`src/chu_pkg.sv`:
```
// ----------------------------------------------------------------------------
// chu_pkg
// Shared types, operation codes and CRC column tables for the hash unit.
// ----------------------------------------------------------------------------
package chu_pkg;

    localparam int unsigned WORD_W = 64;
    localparam int unsigned OP_W   = 3;
    localparam int unsigned CRC16_W = 16;
    localparam int unsigned CRC16_IN_W = 32;

    typedef logic [WORD_W-1:0] word_t;
    typedef logic [OP_W-1:0]   op_t;

    // operation codes
    localparam op_t OP_CRC16_X2_ADD = 3'd0;
    localparam op_t OP_CRC16_ADD    = 3'd1;
    localparam op_t OP_CRC64_ADD    = 3'd2;
    localparam op_t OP_CHAIN_START  = 3'd3;
    localparam op_t OP_CHAIN_CONT   = 3'd4;

    localparam word_t CRC64_POLY_REV = 64'hC96C5795D7870F42;
    localparam word_t CRC64_ONES     = 64'hFFFFFFFFFFFFFFFF;
    localparam logic [CRC16_W-1:0] CRC16_POLY = 16'hA6BC;
    localparam logic [CRC16_W-1:0] CRC16_ONES = 16'hFFFF;

    typedef logic [WORD_W-1:0][WORD_W-1:0]      c64_cols_t;
    typedef logic [CRC16_IN_W-1:0][CRC16_W-1:0] c16_cols_t;

    // result and chain write enable from the execute logic
    typedef struct packed {
        word_t hash;
        logic  chain_we;
    } exec_res_t;

    // CRC-64 register contribution of each single register bit (elaboration only)
    function automatic c64_cols_t build_c64_cols();
        c64_cols_t tab;
        word_t     r;
        for (int b = 0; b < WORD_W; b++) begin
            r = word_t'(1) << b;
            for (int k = 0; k < WORD_W; k++) begin
                r = r[0] ? ((r >> 1) ^ CRC64_POLY_REV) : (r >> 1);
            end
            tab[b] = r;
        end
        return tab;
    endfunction

    // CRC-16 contribution of each of the 32 start bits (elaboration only)
    function automatic c16_cols_t build_c16_cols();
        c16_cols_t                tab;
        logic [CRC16_IN_W-1:0]    r;
        for (int b = 0; b < CRC16_IN_W; b++) begin
            r = (CRC16_IN_W)'(1) << b;
            for (int k = 0; k < CRC16_IN_W; k++) begin
                r = r[0] ? ((r >> 1) ^ {16'h0000, CRC16_POLY}) : (r >> 1);
            end
            tab[b] = r[CRC16_W-1:0];
        end
        return tab;
    endfunction

    localparam c64_cols_t CRC64_COLS = build_c64_cols();
    localparam c16_cols_t CRC16_COLS = build_c16_cols();

    // CRC-64/XZ of one word as a flat XOR network
    function automatic word_t crc64_word(word_t w);
        word_t x;
        word_t acc;
        x   = w ^ CRC64_ONES;
        acc = '0;
        for (int i = 0; i < WORD_W; i++) begin
            if (x[i]) acc = acc ^ CRC64_COLS[i];
        end
        return acc ^ CRC64_ONES;
    endfunction

    // reflected CRC-16 of 32 bits, register preset to inverted data
    function automatic logic [CRC16_W-1:0] crc16_word(logic [CRC16_IN_W-1:0] w);
        logic [CRC16_IN_W-1:0] x;
        logic [CRC16_W-1:0]    acc;
        x   = ~w;
        acc = '0;
        for (int i = 0; i < CRC16_IN_W; i++) begin
            if (x[i]) acc = acc ^ CRC16_COLS[i];
        end
        return acc ^ CRC16_ONES;
    endfunction

endpackage

```
`src/crc_hash_execution_unit_top.sv`:
```
// ----------------------------------------------------------------------------
// crc_hash_execution_unit_top
// Hash execute unit: CRC-16 / CRC-64/XZ hashes with add and chaining.
// ----------------------------------------------------------------------------
// Each word passes the input register, then the XOR network and add, then
// the output register, where it is held until m_tready takes it.
// Throughput: one word per cycle while m_tready does not stall the output.
// Op 4 sees the chain value left by the word just ahead of it without a
// bubble.
// Reset: synchronous active-low aresetn clears both valid flags and the
// chain value.
module crc_hash_execution_unit_top (
    input  logic                  aclk,
    input  logic                  aresetn,
    input  logic                  s_tvalid,
    output logic                  s_tready,
    input  logic [127:0]          s_tdata,   // [63:0] data, [127:64] addend
    input  chu_pkg::op_t          s_tuser,   // [2:0] op
    output logic                  m_tvalid,
    input  logic                  m_tready,
    output chu_pkg::word_t        m_tdata    // [63:0] hash_value
);
    import chu_pkg::*;

    logic      in_valid_reg;
    op_t       in_op_reg;
    word_t     in_data_reg;
    word_t     in_addend_reg;
    logic      out_valid_reg;
    word_t     out_hash_reg;
    word_t     chain_reg;
    word_t     chain_next;
    logic      out_load;
    logic      in_fire;
    exec_res_t res;

    // output register takes a word when empty or being drained
    assign out_load = !out_valid_reg || m_tready;
    assign s_tready = !in_valid_reg || out_load;
    assign in_fire  = in_valid_reg && out_load;

    chu_exec u_exec (
        .op          (in_op_reg),
        .data        (in_data_reg),
        .addend      (in_addend_reg),
        .chain_value (chain_reg),
        .res         (res)
    );

    assign chain_next = (in_fire && res.chain_we) ? res.hash : chain_reg;

    // input register
    always_ff @(posedge aclk) begin
        if (!aresetn) begin
            in_valid_reg <= 1'b0;
        end else if (s_tready) begin
            in_valid_reg <= s_tvalid;
        end
        if (s_tready && s_tvalid) begin
            in_op_reg     <= s_tuser;
            in_data_reg   <= s_tdata[63:0];
            in_addend_reg <= s_tdata[127:64];
        end
    end

    // output register and chain value
    always_ff @(posedge aclk) begin
        if (!aresetn) begin
            out_valid_reg <= 1'b0;
            chain_reg     <= '0;
        end else begin
            chain_reg <= chain_next;
            if (out_load) begin
                out_valid_reg <= in_valid_reg;
            end
        end
        if (in_fire) begin
            out_hash_reg <= res.hash;
        end
    end

    assign m_tvalid = out_valid_reg;
    assign m_tdata  = out_hash_reg;

    // chain only moves on a chaining word leaving the input register
    a_chain_hold: assert property (@(posedge aclk) disable iff (!aresetn)
        !(in_fire && (in_op_reg == OP_CHAIN_START || in_op_reg == OP_CHAIN_CONT))
        |=> $stable(chain_reg))
        else $error("chain value changed without a chaining op");

    // chaining result lands in chain and output together
    a_chain_eq_out: assert property (@(posedge aclk) disable iff (!aresetn)
        in_fire && (in_op_reg == OP_CHAIN_START || in_op_reg == OP_CHAIN_CONT)
        |=> chain_reg == out_hash_reg)
        else $error("chain value differs from chained result");

    // undefined op gives zero
    a_undef_zero: assert property (@(posedge aclk) disable iff (!aresetn)
        in_fire && in_op_reg != OP_CRC16_X2_ADD && in_op_reg != OP_CRC16_ADD &&
        in_op_reg != OP_CRC64_ADD && in_op_reg != OP_CHAIN_START &&
        in_op_reg != OP_CHAIN_CONT
        |=> m_tdata == '0)
        else $error("undefined op gave non-zero result");

    // a held input word is not dropped while the output stalls
    a_in_hold: assert property (@(posedge aclk) disable iff (!aresetn)
        in_valid_reg && out_valid_reg && !m_tready |=> in_valid_reg)
        else $error("input word lost during output stall");

endmodule

```
`src/chu_exec.sv`:
```
// ----------------------------------------------------------------------------
// chu_exec
// Combinational execute logic: CRC network, add and chain update select.
// ----------------------------------------------------------------------------
module chu_exec (
    input  chu_pkg::op_t      op,
    input  chu_pkg::word_t    data,
    input  chu_pkg::word_t    addend,
    input  chu_pkg::word_t    chain_value,
    output chu_pkg::exec_res_t res
);
    import chu_pkg::*;

    logic [CRC16_W-1:0] crc16;
    word_t              crc64_in;
    word_t              crc64;

    // single CRC-16 network on data and single CRC-64 network, CRC-64 input muxed by op
    assign crc16 = crc16_word(data[CRC16_IN_W-1:0]);

    always_comb begin
        unique case (op)
            OP_CHAIN_START: crc64_in = data + addend;
            OP_CHAIN_CONT:  crc64_in = chain_value + data;
            default:        crc64_in = data;
        endcase
    end

    assign crc64 = crc64_word(crc64_in);

    // result select
    always_comb begin
        res.chain_we = 1'b0;
        unique case (op)
            OP_CRC16_X2_ADD: res.hash = {47'd0, crc16, 1'b0} + addend;
            OP_CRC16_ADD:    res.hash = {48'd0, crc16} + addend;
            OP_CRC64_ADD:    res.hash = crc64 + addend;
            OP_CHAIN_START, OP_CHAIN_CONT: begin
                res.hash     = crc64;
                res.chain_we = 1'b1;
            end
            default:         res.hash = '0;
        endcase
    end

endmodule
```
`config.mk`:
```
export PLATFORM = sky130hd
export DESIGN_NAME = crc_hash_execution_unit_top
export DESIGN_NICKNAME = d
export VERILOG_FILES = /design/src/chu_pkg.sv /design/src/crc_hash_execution_unit_top.sv /design/src/chu_exec.sv
export SDC_FILE = /design/constraint.sdc
export NUM_CORES = 2
export LEC_CHECK = 0
export ABC_AREA = 1
export BUFFER_PORTS_ARGS = -buffer_cell sky130_fd_sc_hd__buf_4
export CORE_ASPECT_RATIO = 1.2
export CORE_MARGIN = 5
export CORE_UTILIZATION = 45
export CTS_BUF_LIST = sky130_fd_sc_hd__clkbuf_2
export DETAILED_ROUTE_END_ITERATION = 7
export GPL_TIMING_DRIVEN = 0
export PLACE_DENSITY = 0.6
export SLEW_MARGIN = 20
export SYNTH_ARGS = -nofsm -noshare
export SYNTH_HDL_FRONTEND = slang
export SYNTH_SLANG_ARGS = --single-unit
export TNS_END_PERCENT = 10
```
`constraint.sdc`:
```
create_clock -name aclk -period 24.3 [get_ports aclk]
set_input_delay 2.43 -clock aclk [delete_from_list [all_inputs] [get_ports aclk]]
set_output_delay 2.43 -clock aclk [all_outputs]
set_load 0.005 [all_outputs]
```
**Word level (Yosys, flattened, before mapping)**

Index checks and enable logic that the tools add are counted.

- Bits in registers: 261
- Word-level logic and storage cells: 222
- Bits of input ports: 135
- Output and inout port bits: 66

- Add/sub/neg operators: 5
- Eq/ne operators: 4
- Multiplexer cells: 99
- Bitwise operators: 98
- Reduce and logical (&&, ||, !) cells: 9

Operators by type and width:

| kind | count |
|---|---|
| $mux 64 | 32 |
| $mux 63 | 16 |
| $not 33->33 | 23 |
| $mux 62 | 9 |
| $not 31->31 | 14 |
| $mux 16 | 17 |
| $pmux 64 s4 | 1 |
| $not 35->35 | 7 |
| $mux 61 | 4 |
| $add 64x64->64 | 3 |
| $not 9->9 | 19 |
| $not 37->37 | 4 |
| $not 64->64 | 2 |
| $pmux 64 s2 | 1 |
| $mux 60 | 2 |
| $not 39->39 | 3 |
| $not 29->29 | 3 |
| $not 27->27 | 3 |
| $mux 15 | 5 |
| $not 23->23 | 3 |
| $add 16x64->64 | 1 |
| $add 17x64->64 | 1 |
| $not 7->7 | 9 |
| $mux 59 | 1 |
| 18 further kinds | 32 |

**Longest topological paths before layout**

- Word-level depth: 133
- Mapped depth: 72
- Gate-level depth less buffers: 69

**Modules after synthesis**

Synthesis repeated with hierarchy kept, for this count alone.

- Cells, all modules: 6,619
- Area total of the unflattened synthesis: 40,899.2 sq um

By module, submodules not included:

| module | instances | area each (sq um) | seq. area each (sq um) | cells each |
|---|---|---|---|---|
| chu_exec | 1 | 31,669.1 | 0.0 | 5,865 |
| crc_hash_execution_unit_top | 1 | 9,230.1 | 7,176.9 | 754 |

**Worst setup path after synthesis**

Ideal clock, no wire load.

- Path kind: flip-flop to flip-flop
- From: register in_op_reg[2]
- To: register out_hash_reg[60], in the netlist m_tdata[60] (data pin)
- Buffers on the path: 4
- Stages on the path, launching flop included: 55
- Period minus slack after synthesis: 7.709 ns
- Setup slack: 16.591 ns
- Setup time: 0.255 ns
- Data required time: 24.045 ns
- Data arrival time: 7.454 ns
- Path through: edfxtp_1 -> buf_2 -> nand2_1 -> clkbuf_1 -> clkbuf_1 -> o21ai_0 -> ha_1 -> fa_1 -> nand3_1 -> nand2_1 -> nand2_1 -> nand2_1 -> nand3_1 -> nand2_1 -> a21oi_2 -> o221ai_1 -> nand2_1 -> nand2_1 -> [... 19 more ...] -> o21ai_1 -> a21boi_0 -> o21ai_1 -> a21oi_1 -> o21ai_1 -> inv_1 -> o21ai_0 -> a21oi_1 -> o21ai_0 -> nand2_1 -> nand2_1 -> nand3_1 -> nand2_1 -> a21oi_1 -> o21ai_0 -> o21ai_0 -> inv_1 -> nand2_1

RTL lines:

| element | RTL line | RTL |
|---|---|---|
| start: declaration | crc_hash_execution_unit_top.sv:26 | `op_t in_op_reg;` |
| start signal: assignment | crc_hash_execution_unit_top.sv:60 | `in_op_reg <= s_tuser;` |
| end signal: assignment | crc_hash_execution_unit_top.sv:78 | `out_hash_reg <= res.hash;` |
| end: declaration | crc_hash_execution_unit_top.sv:30 | `word_t out_hash_reg;` |

==> results.toml <==
[setup_path]
worstSetupPathDepth = 50
critPathMostFrequentCell = "sky130_fd_sc_hd__nand2_1"
r2r_start = "in_op_reg[0]$_DFFE_PP_"
worst-r2r-cell-count = 50
worst_ep_required_time_ns = 25.16
r2r_setup_slack_ns = 10.61
worstSetupPathType = "reg2reg"
worst_r2r_endpoint = "m_tdata[55]$_DFFE_PP_"
cp_num_buf_inv = 5
cp_top_family = "compound AO/OA/AOI/OAI gates"
critical_path_peak_fanout = 10
start_kind = "flop"
crit_path_max_cell_delay_ns = 0.87
worstSetupEndpointType = "flop"
crit_path_top_delay_cell = "sky130_fd_sc_hd__clkbuf_1"
worst-endpoint-arrival_ns = 14.55

[route]
vias_per_cell = 5.734
wl_met1_mm = 82.94
dr_wl_met3_mm = 24.54
routed-via-count = 47530
postRouteWirelength_mm = 216.0
dr.max_layer_used = "met5"
detail_route.drc_violations = 0
drt_pass1_iterations = 8
drt_first_iter_violations = 6166
route.detailed.wl_per_inst_um = 26.05
wl_met2_mm = 88.23
postRouteAntennaNets = 0

[synthesis]
synth_cells = 6783
synth_enable_flop_cells = 195
netlist_area_mm2 = 0.04097
dominantRegCellSynth = "sky130_fd_sc_hd__edfxtp_1"
yosysWarnings = 0
synth.avg_cell_area_um2 = 6.040
netlist-cell-type-count = 63
asyncSetResetFlopFracSynth = 0
synth_nets = 7063
yosys_register_bits = 261
synth-seq-area-share = 0.1752

[clock_network]
worst_setup_hold_path_clk_slew_ns = 0.10
ctsHoldBuffers = 0
cts_buffers = 71
clock_path_buffers = 3
tritoncts = "done"
cts_setup_buffers = 0
cts_htree_levels = 3
clk-insertion-delay-late_ns = 1.33
numClockSinks = 261
cts_root_buf = "sky130_fd_sc_hd__clkbuf_2"
ctsResizeCount = 0

[sta]
fin_setup_tns_ns = 0
max_freq_mhz = 73.03
timing_worst_slew_pin_value_ns = 1.268
share_of_the_clock_period_used_by_the_worst_path = 0.5635
final.min_clock_period_ns = 13.69
drv_slew = 0
rsz_0062_raised_after_global_routing = "false"
clock-skew-final_ns = 0.2773
final.setup.worst_slack_ns = 10.61
finalHoldWorstSlack_ns = 0.5199
hold_violations = 0
setup_violators_final = 0
slew_hr = 0.1460

[floorplanning]
chipHeight_um = 340.5
initial_core_util = 0.4525
ios = 201
core_mm2 = 0.09053
num_rows = 121
fp.dieW_um = 285.4
design.die.area_mm2 = 0.09720

[pwr]
power_per_cell_area_mw_per_mm2 = 125.4
static_leakage_nw = 23.79
worst_ir_drop_vdd_mv = 0.06614

[min_path]
hold_path_end = "m_tvalid$_SDFFE_PN0P_"
timing.hold.worst_path_depth = 2
hold_start = "m_tvalid$_SDFFE_PN0P_"
worst_min_path_class = "reg2reg"

[finish]
fill_cells = 9823
post_layout_net_count = 7339
layoutNonFillerInstCount = 8289
area_growth_pct = 9.232
layout.cell_area.non_filler_mm2 = 0.04475
fraction_of_final_layout_cells_sized_beyond_drive_strength_1 = 0.08025

[place]
placed_cells = 8154
dp_hpwl_mm = 181.9
numPortBuffers = 200
detailed_place.area_mm2 = 0.04402
place_ws_ns = 11.17
routability_congestion = 1.136

[grt]
antenna_found_initial = 6
grt_pass1_vias = 42460
grt-ovfl-total = 0
track_usage = 0.4224
global_route_wire_length_before_repair_mm = 296.2
grt_start_max_net_pins = 75

[job]
timing.max_cap.violations = 0

[status]
outcome = "complete, no violations"
==> kinds of logic after synthesis <==
kind of cell | synth area share
simple gates | 0.3774
fa+ha+maj | 0.04483
compound gates | 0.1021
buf+inv | 0.1046
flops | 0.1752
xor+xnor | 0.1956
mux | 0.0002443
==> through the flow <==
stage	total power, W	utilization
finish	0.005612	0.4943
global route	0.005863	0.4943
CTS	0.005365	0.4940
detailed placement	0.004975	0.4862
global placement	0.004942	0.4853
floorplan	0.003356	-
==> layout by cell type (no fill, tap or decap), types with 23 or more instances in the layout <==
cell type	instances
sky130_fd_sc_hd__nor2_1	314
sky130_fd_sc_hd__xor2_2	23
sky130_fd_sc_hd__or2_1	26
sky130_fd_sc_hd__nor3_1	40
sky130_fd_sc_hd__xor2_1	647
sky130_fd_sc_hd__nand2_2	32
sky130_fd_sc_hd__a31oi_1	58
sky130_fd_sc_hd__nand3b_1	64
sky130_fd_sc_hd__buf_4	224
sky130_fd_sc_hd__nand3_1	708
sky130_fd_sc_hd__inv_1	904
sky130_fd_sc_hd__clkbuf_1	85
sky130_fd_sc_hd__or2_2	62
sky130_fd_sc_hd__a21oi_1	308
sky130_fd_sc_hd__o21ai_0	240
sky130_fd_sc_hd__inv_2	23
sky130_fd_sc_hd__clkinv_1	25
sky130_fd_sc_hd__ha_1	142
sky130_fd_sc_hd__xnor2_1	198
sky130_fd_sc_hd__dfxtp_1	66
sky130_fd_sc_hd__clkbuf_2	96
sky130_fd_sc_hd__buf_2	39
sky130_fd_sc_hd__nand4_1	53
sky130_fd_sc_hd__edfxtp_1	195
sky130_fd_sc_hd__o21ai_1	30
sky130_fd_sc_hd__nand2_1	2323
==> how the worst max path moves through the flow <==
stage / startpoint / to
after floorplan: in_op_reg[2]$_DFFE_PP_ / m_tdata[60]$_DFFE_PP_
after global placement: in_op_reg[2]$_DFFE_PP_ / m_tdata[55]$_DFFE_PP_
after detailed placement: in_op_reg[0]$_DFFE_PP_ / m_tdata[55]$_DFFE_PP_
after CTS: in_op_reg[0]$_DFFE_PP_ / m_tdata[55]$_DFFE_PP_
after global routing: in_op_reg[0]$_DFFE_PP_ / chain_reg[55]$_SDFFE_PN0P_
final: in_op_reg[0]$_DFFE_PP_ / m_tdata[55]$_DFFE_PP_
==> metal layers <==
layer  global-route usage  up-vias
met4               0.3101        4
met5                    0        -
met3               0.1029      671
met1               0.5328    21740
li1                     -    22200
met2               0.6262     2916
==> cells in the mapped netlist, types with 23 or more instances <==
| cell type | count | area share |
|---|---|---|
| sky130_fd_sc_hd__or2_2 | 62 | 0.0095 |
| sky130_fd_sc_hd__xnor2_1 | 200 | 0.043 |
| sky130_fd_sc_hd__ha_1 | 142 | 0.043 |
| sky130_fd_sc_hd__nand2_2 | 32 | 0.0049 |
| sky130_fd_sc_hd__xor2_1 | 648 | 0.14 |
| sky130_fd_sc_hd__inv_1 | 906 | 0.083 |
| sky130_fd_sc_hd__a21oi_1 | 308 | 0.038 |
| sky130_fd_sc_hd__buf_2 | 39 | 0.0048 |
| sky130_fd_sc_hd__buf_4 | 23 | 0.0042 |
| sky130_fd_sc_hd__nand2_1 | 2323 | 0.21 |
| sky130_fd_sc_hd__edfxtp_1 | 195 | 0.14 |
| sky130_fd_sc_hd__nand3b_1 | 64 | 0.012 |
| sky130_fd_sc_hd__clkbuf_1 | 85 | 0.0078 |
| sky130_fd_sc_hd__nand4_1 | 53 | 0.0081 |
| sky130_fd_sc_hd__o21ai_1 | 30 | 0.0037 |
| sky130_fd_sc_hd__nor2_1 | 315 | 0.029 |
| sky130_fd_sc_hd__dfxtp_1 | 66 | 0.032 |
| sky130_fd_sc_hd__or2_1 | 26 | 0.0040 |
| sky130_fd_sc_hd__nand3_1 | 708 | 0.086 |
| sky130_fd_sc_hd__nor3_1 | 41 | 0.0050 |
| sky130_fd_sc_hd__a31oi_1 | 58 | 0.0089 |
| sky130_fd_sc_hd__o21ai_0 | 240 | 0.029 |
==> where the power goes <==
group / switching, W / internal [W]
sequential: 0.0000340 / 0.000551
clock: 0.000224 / 0.000143
combinational: 0.00340 / 0.00126
==> area by class of cell <==
| type | instances | area (um2) | share of cell area |
|---|---|---|---|
| clock inverter | 33 | 229.0 | 0.005116 |
| timing repair buffer | 203 | 1556 | 0.03478 |
| multi-input combinational | 5430 | 29540 | 0.6600 |
| sequential | 261 | 7177 | 0.1604 |
| tap | 1168 | 1461 | 0.03266 |
| antenna | 6 | 15.01 | 0.0003355 |
| inverter | 935 | 3520 | 0.07865 |
| buffer | 157 | 777.0 | 0.01736 |
| clock buffer | 96 | 480.5 | 0.01074 |
==> worst min-delay path: cells and delay by family, from the launching register on <==
kind             cells  cell delay [ns]
AO/OA/AOI/OAI        1             0.06
AND/OR/NAND/NOR      1             0.08
flip-flops           1             0.34
(Power assumes the default switching activity.)
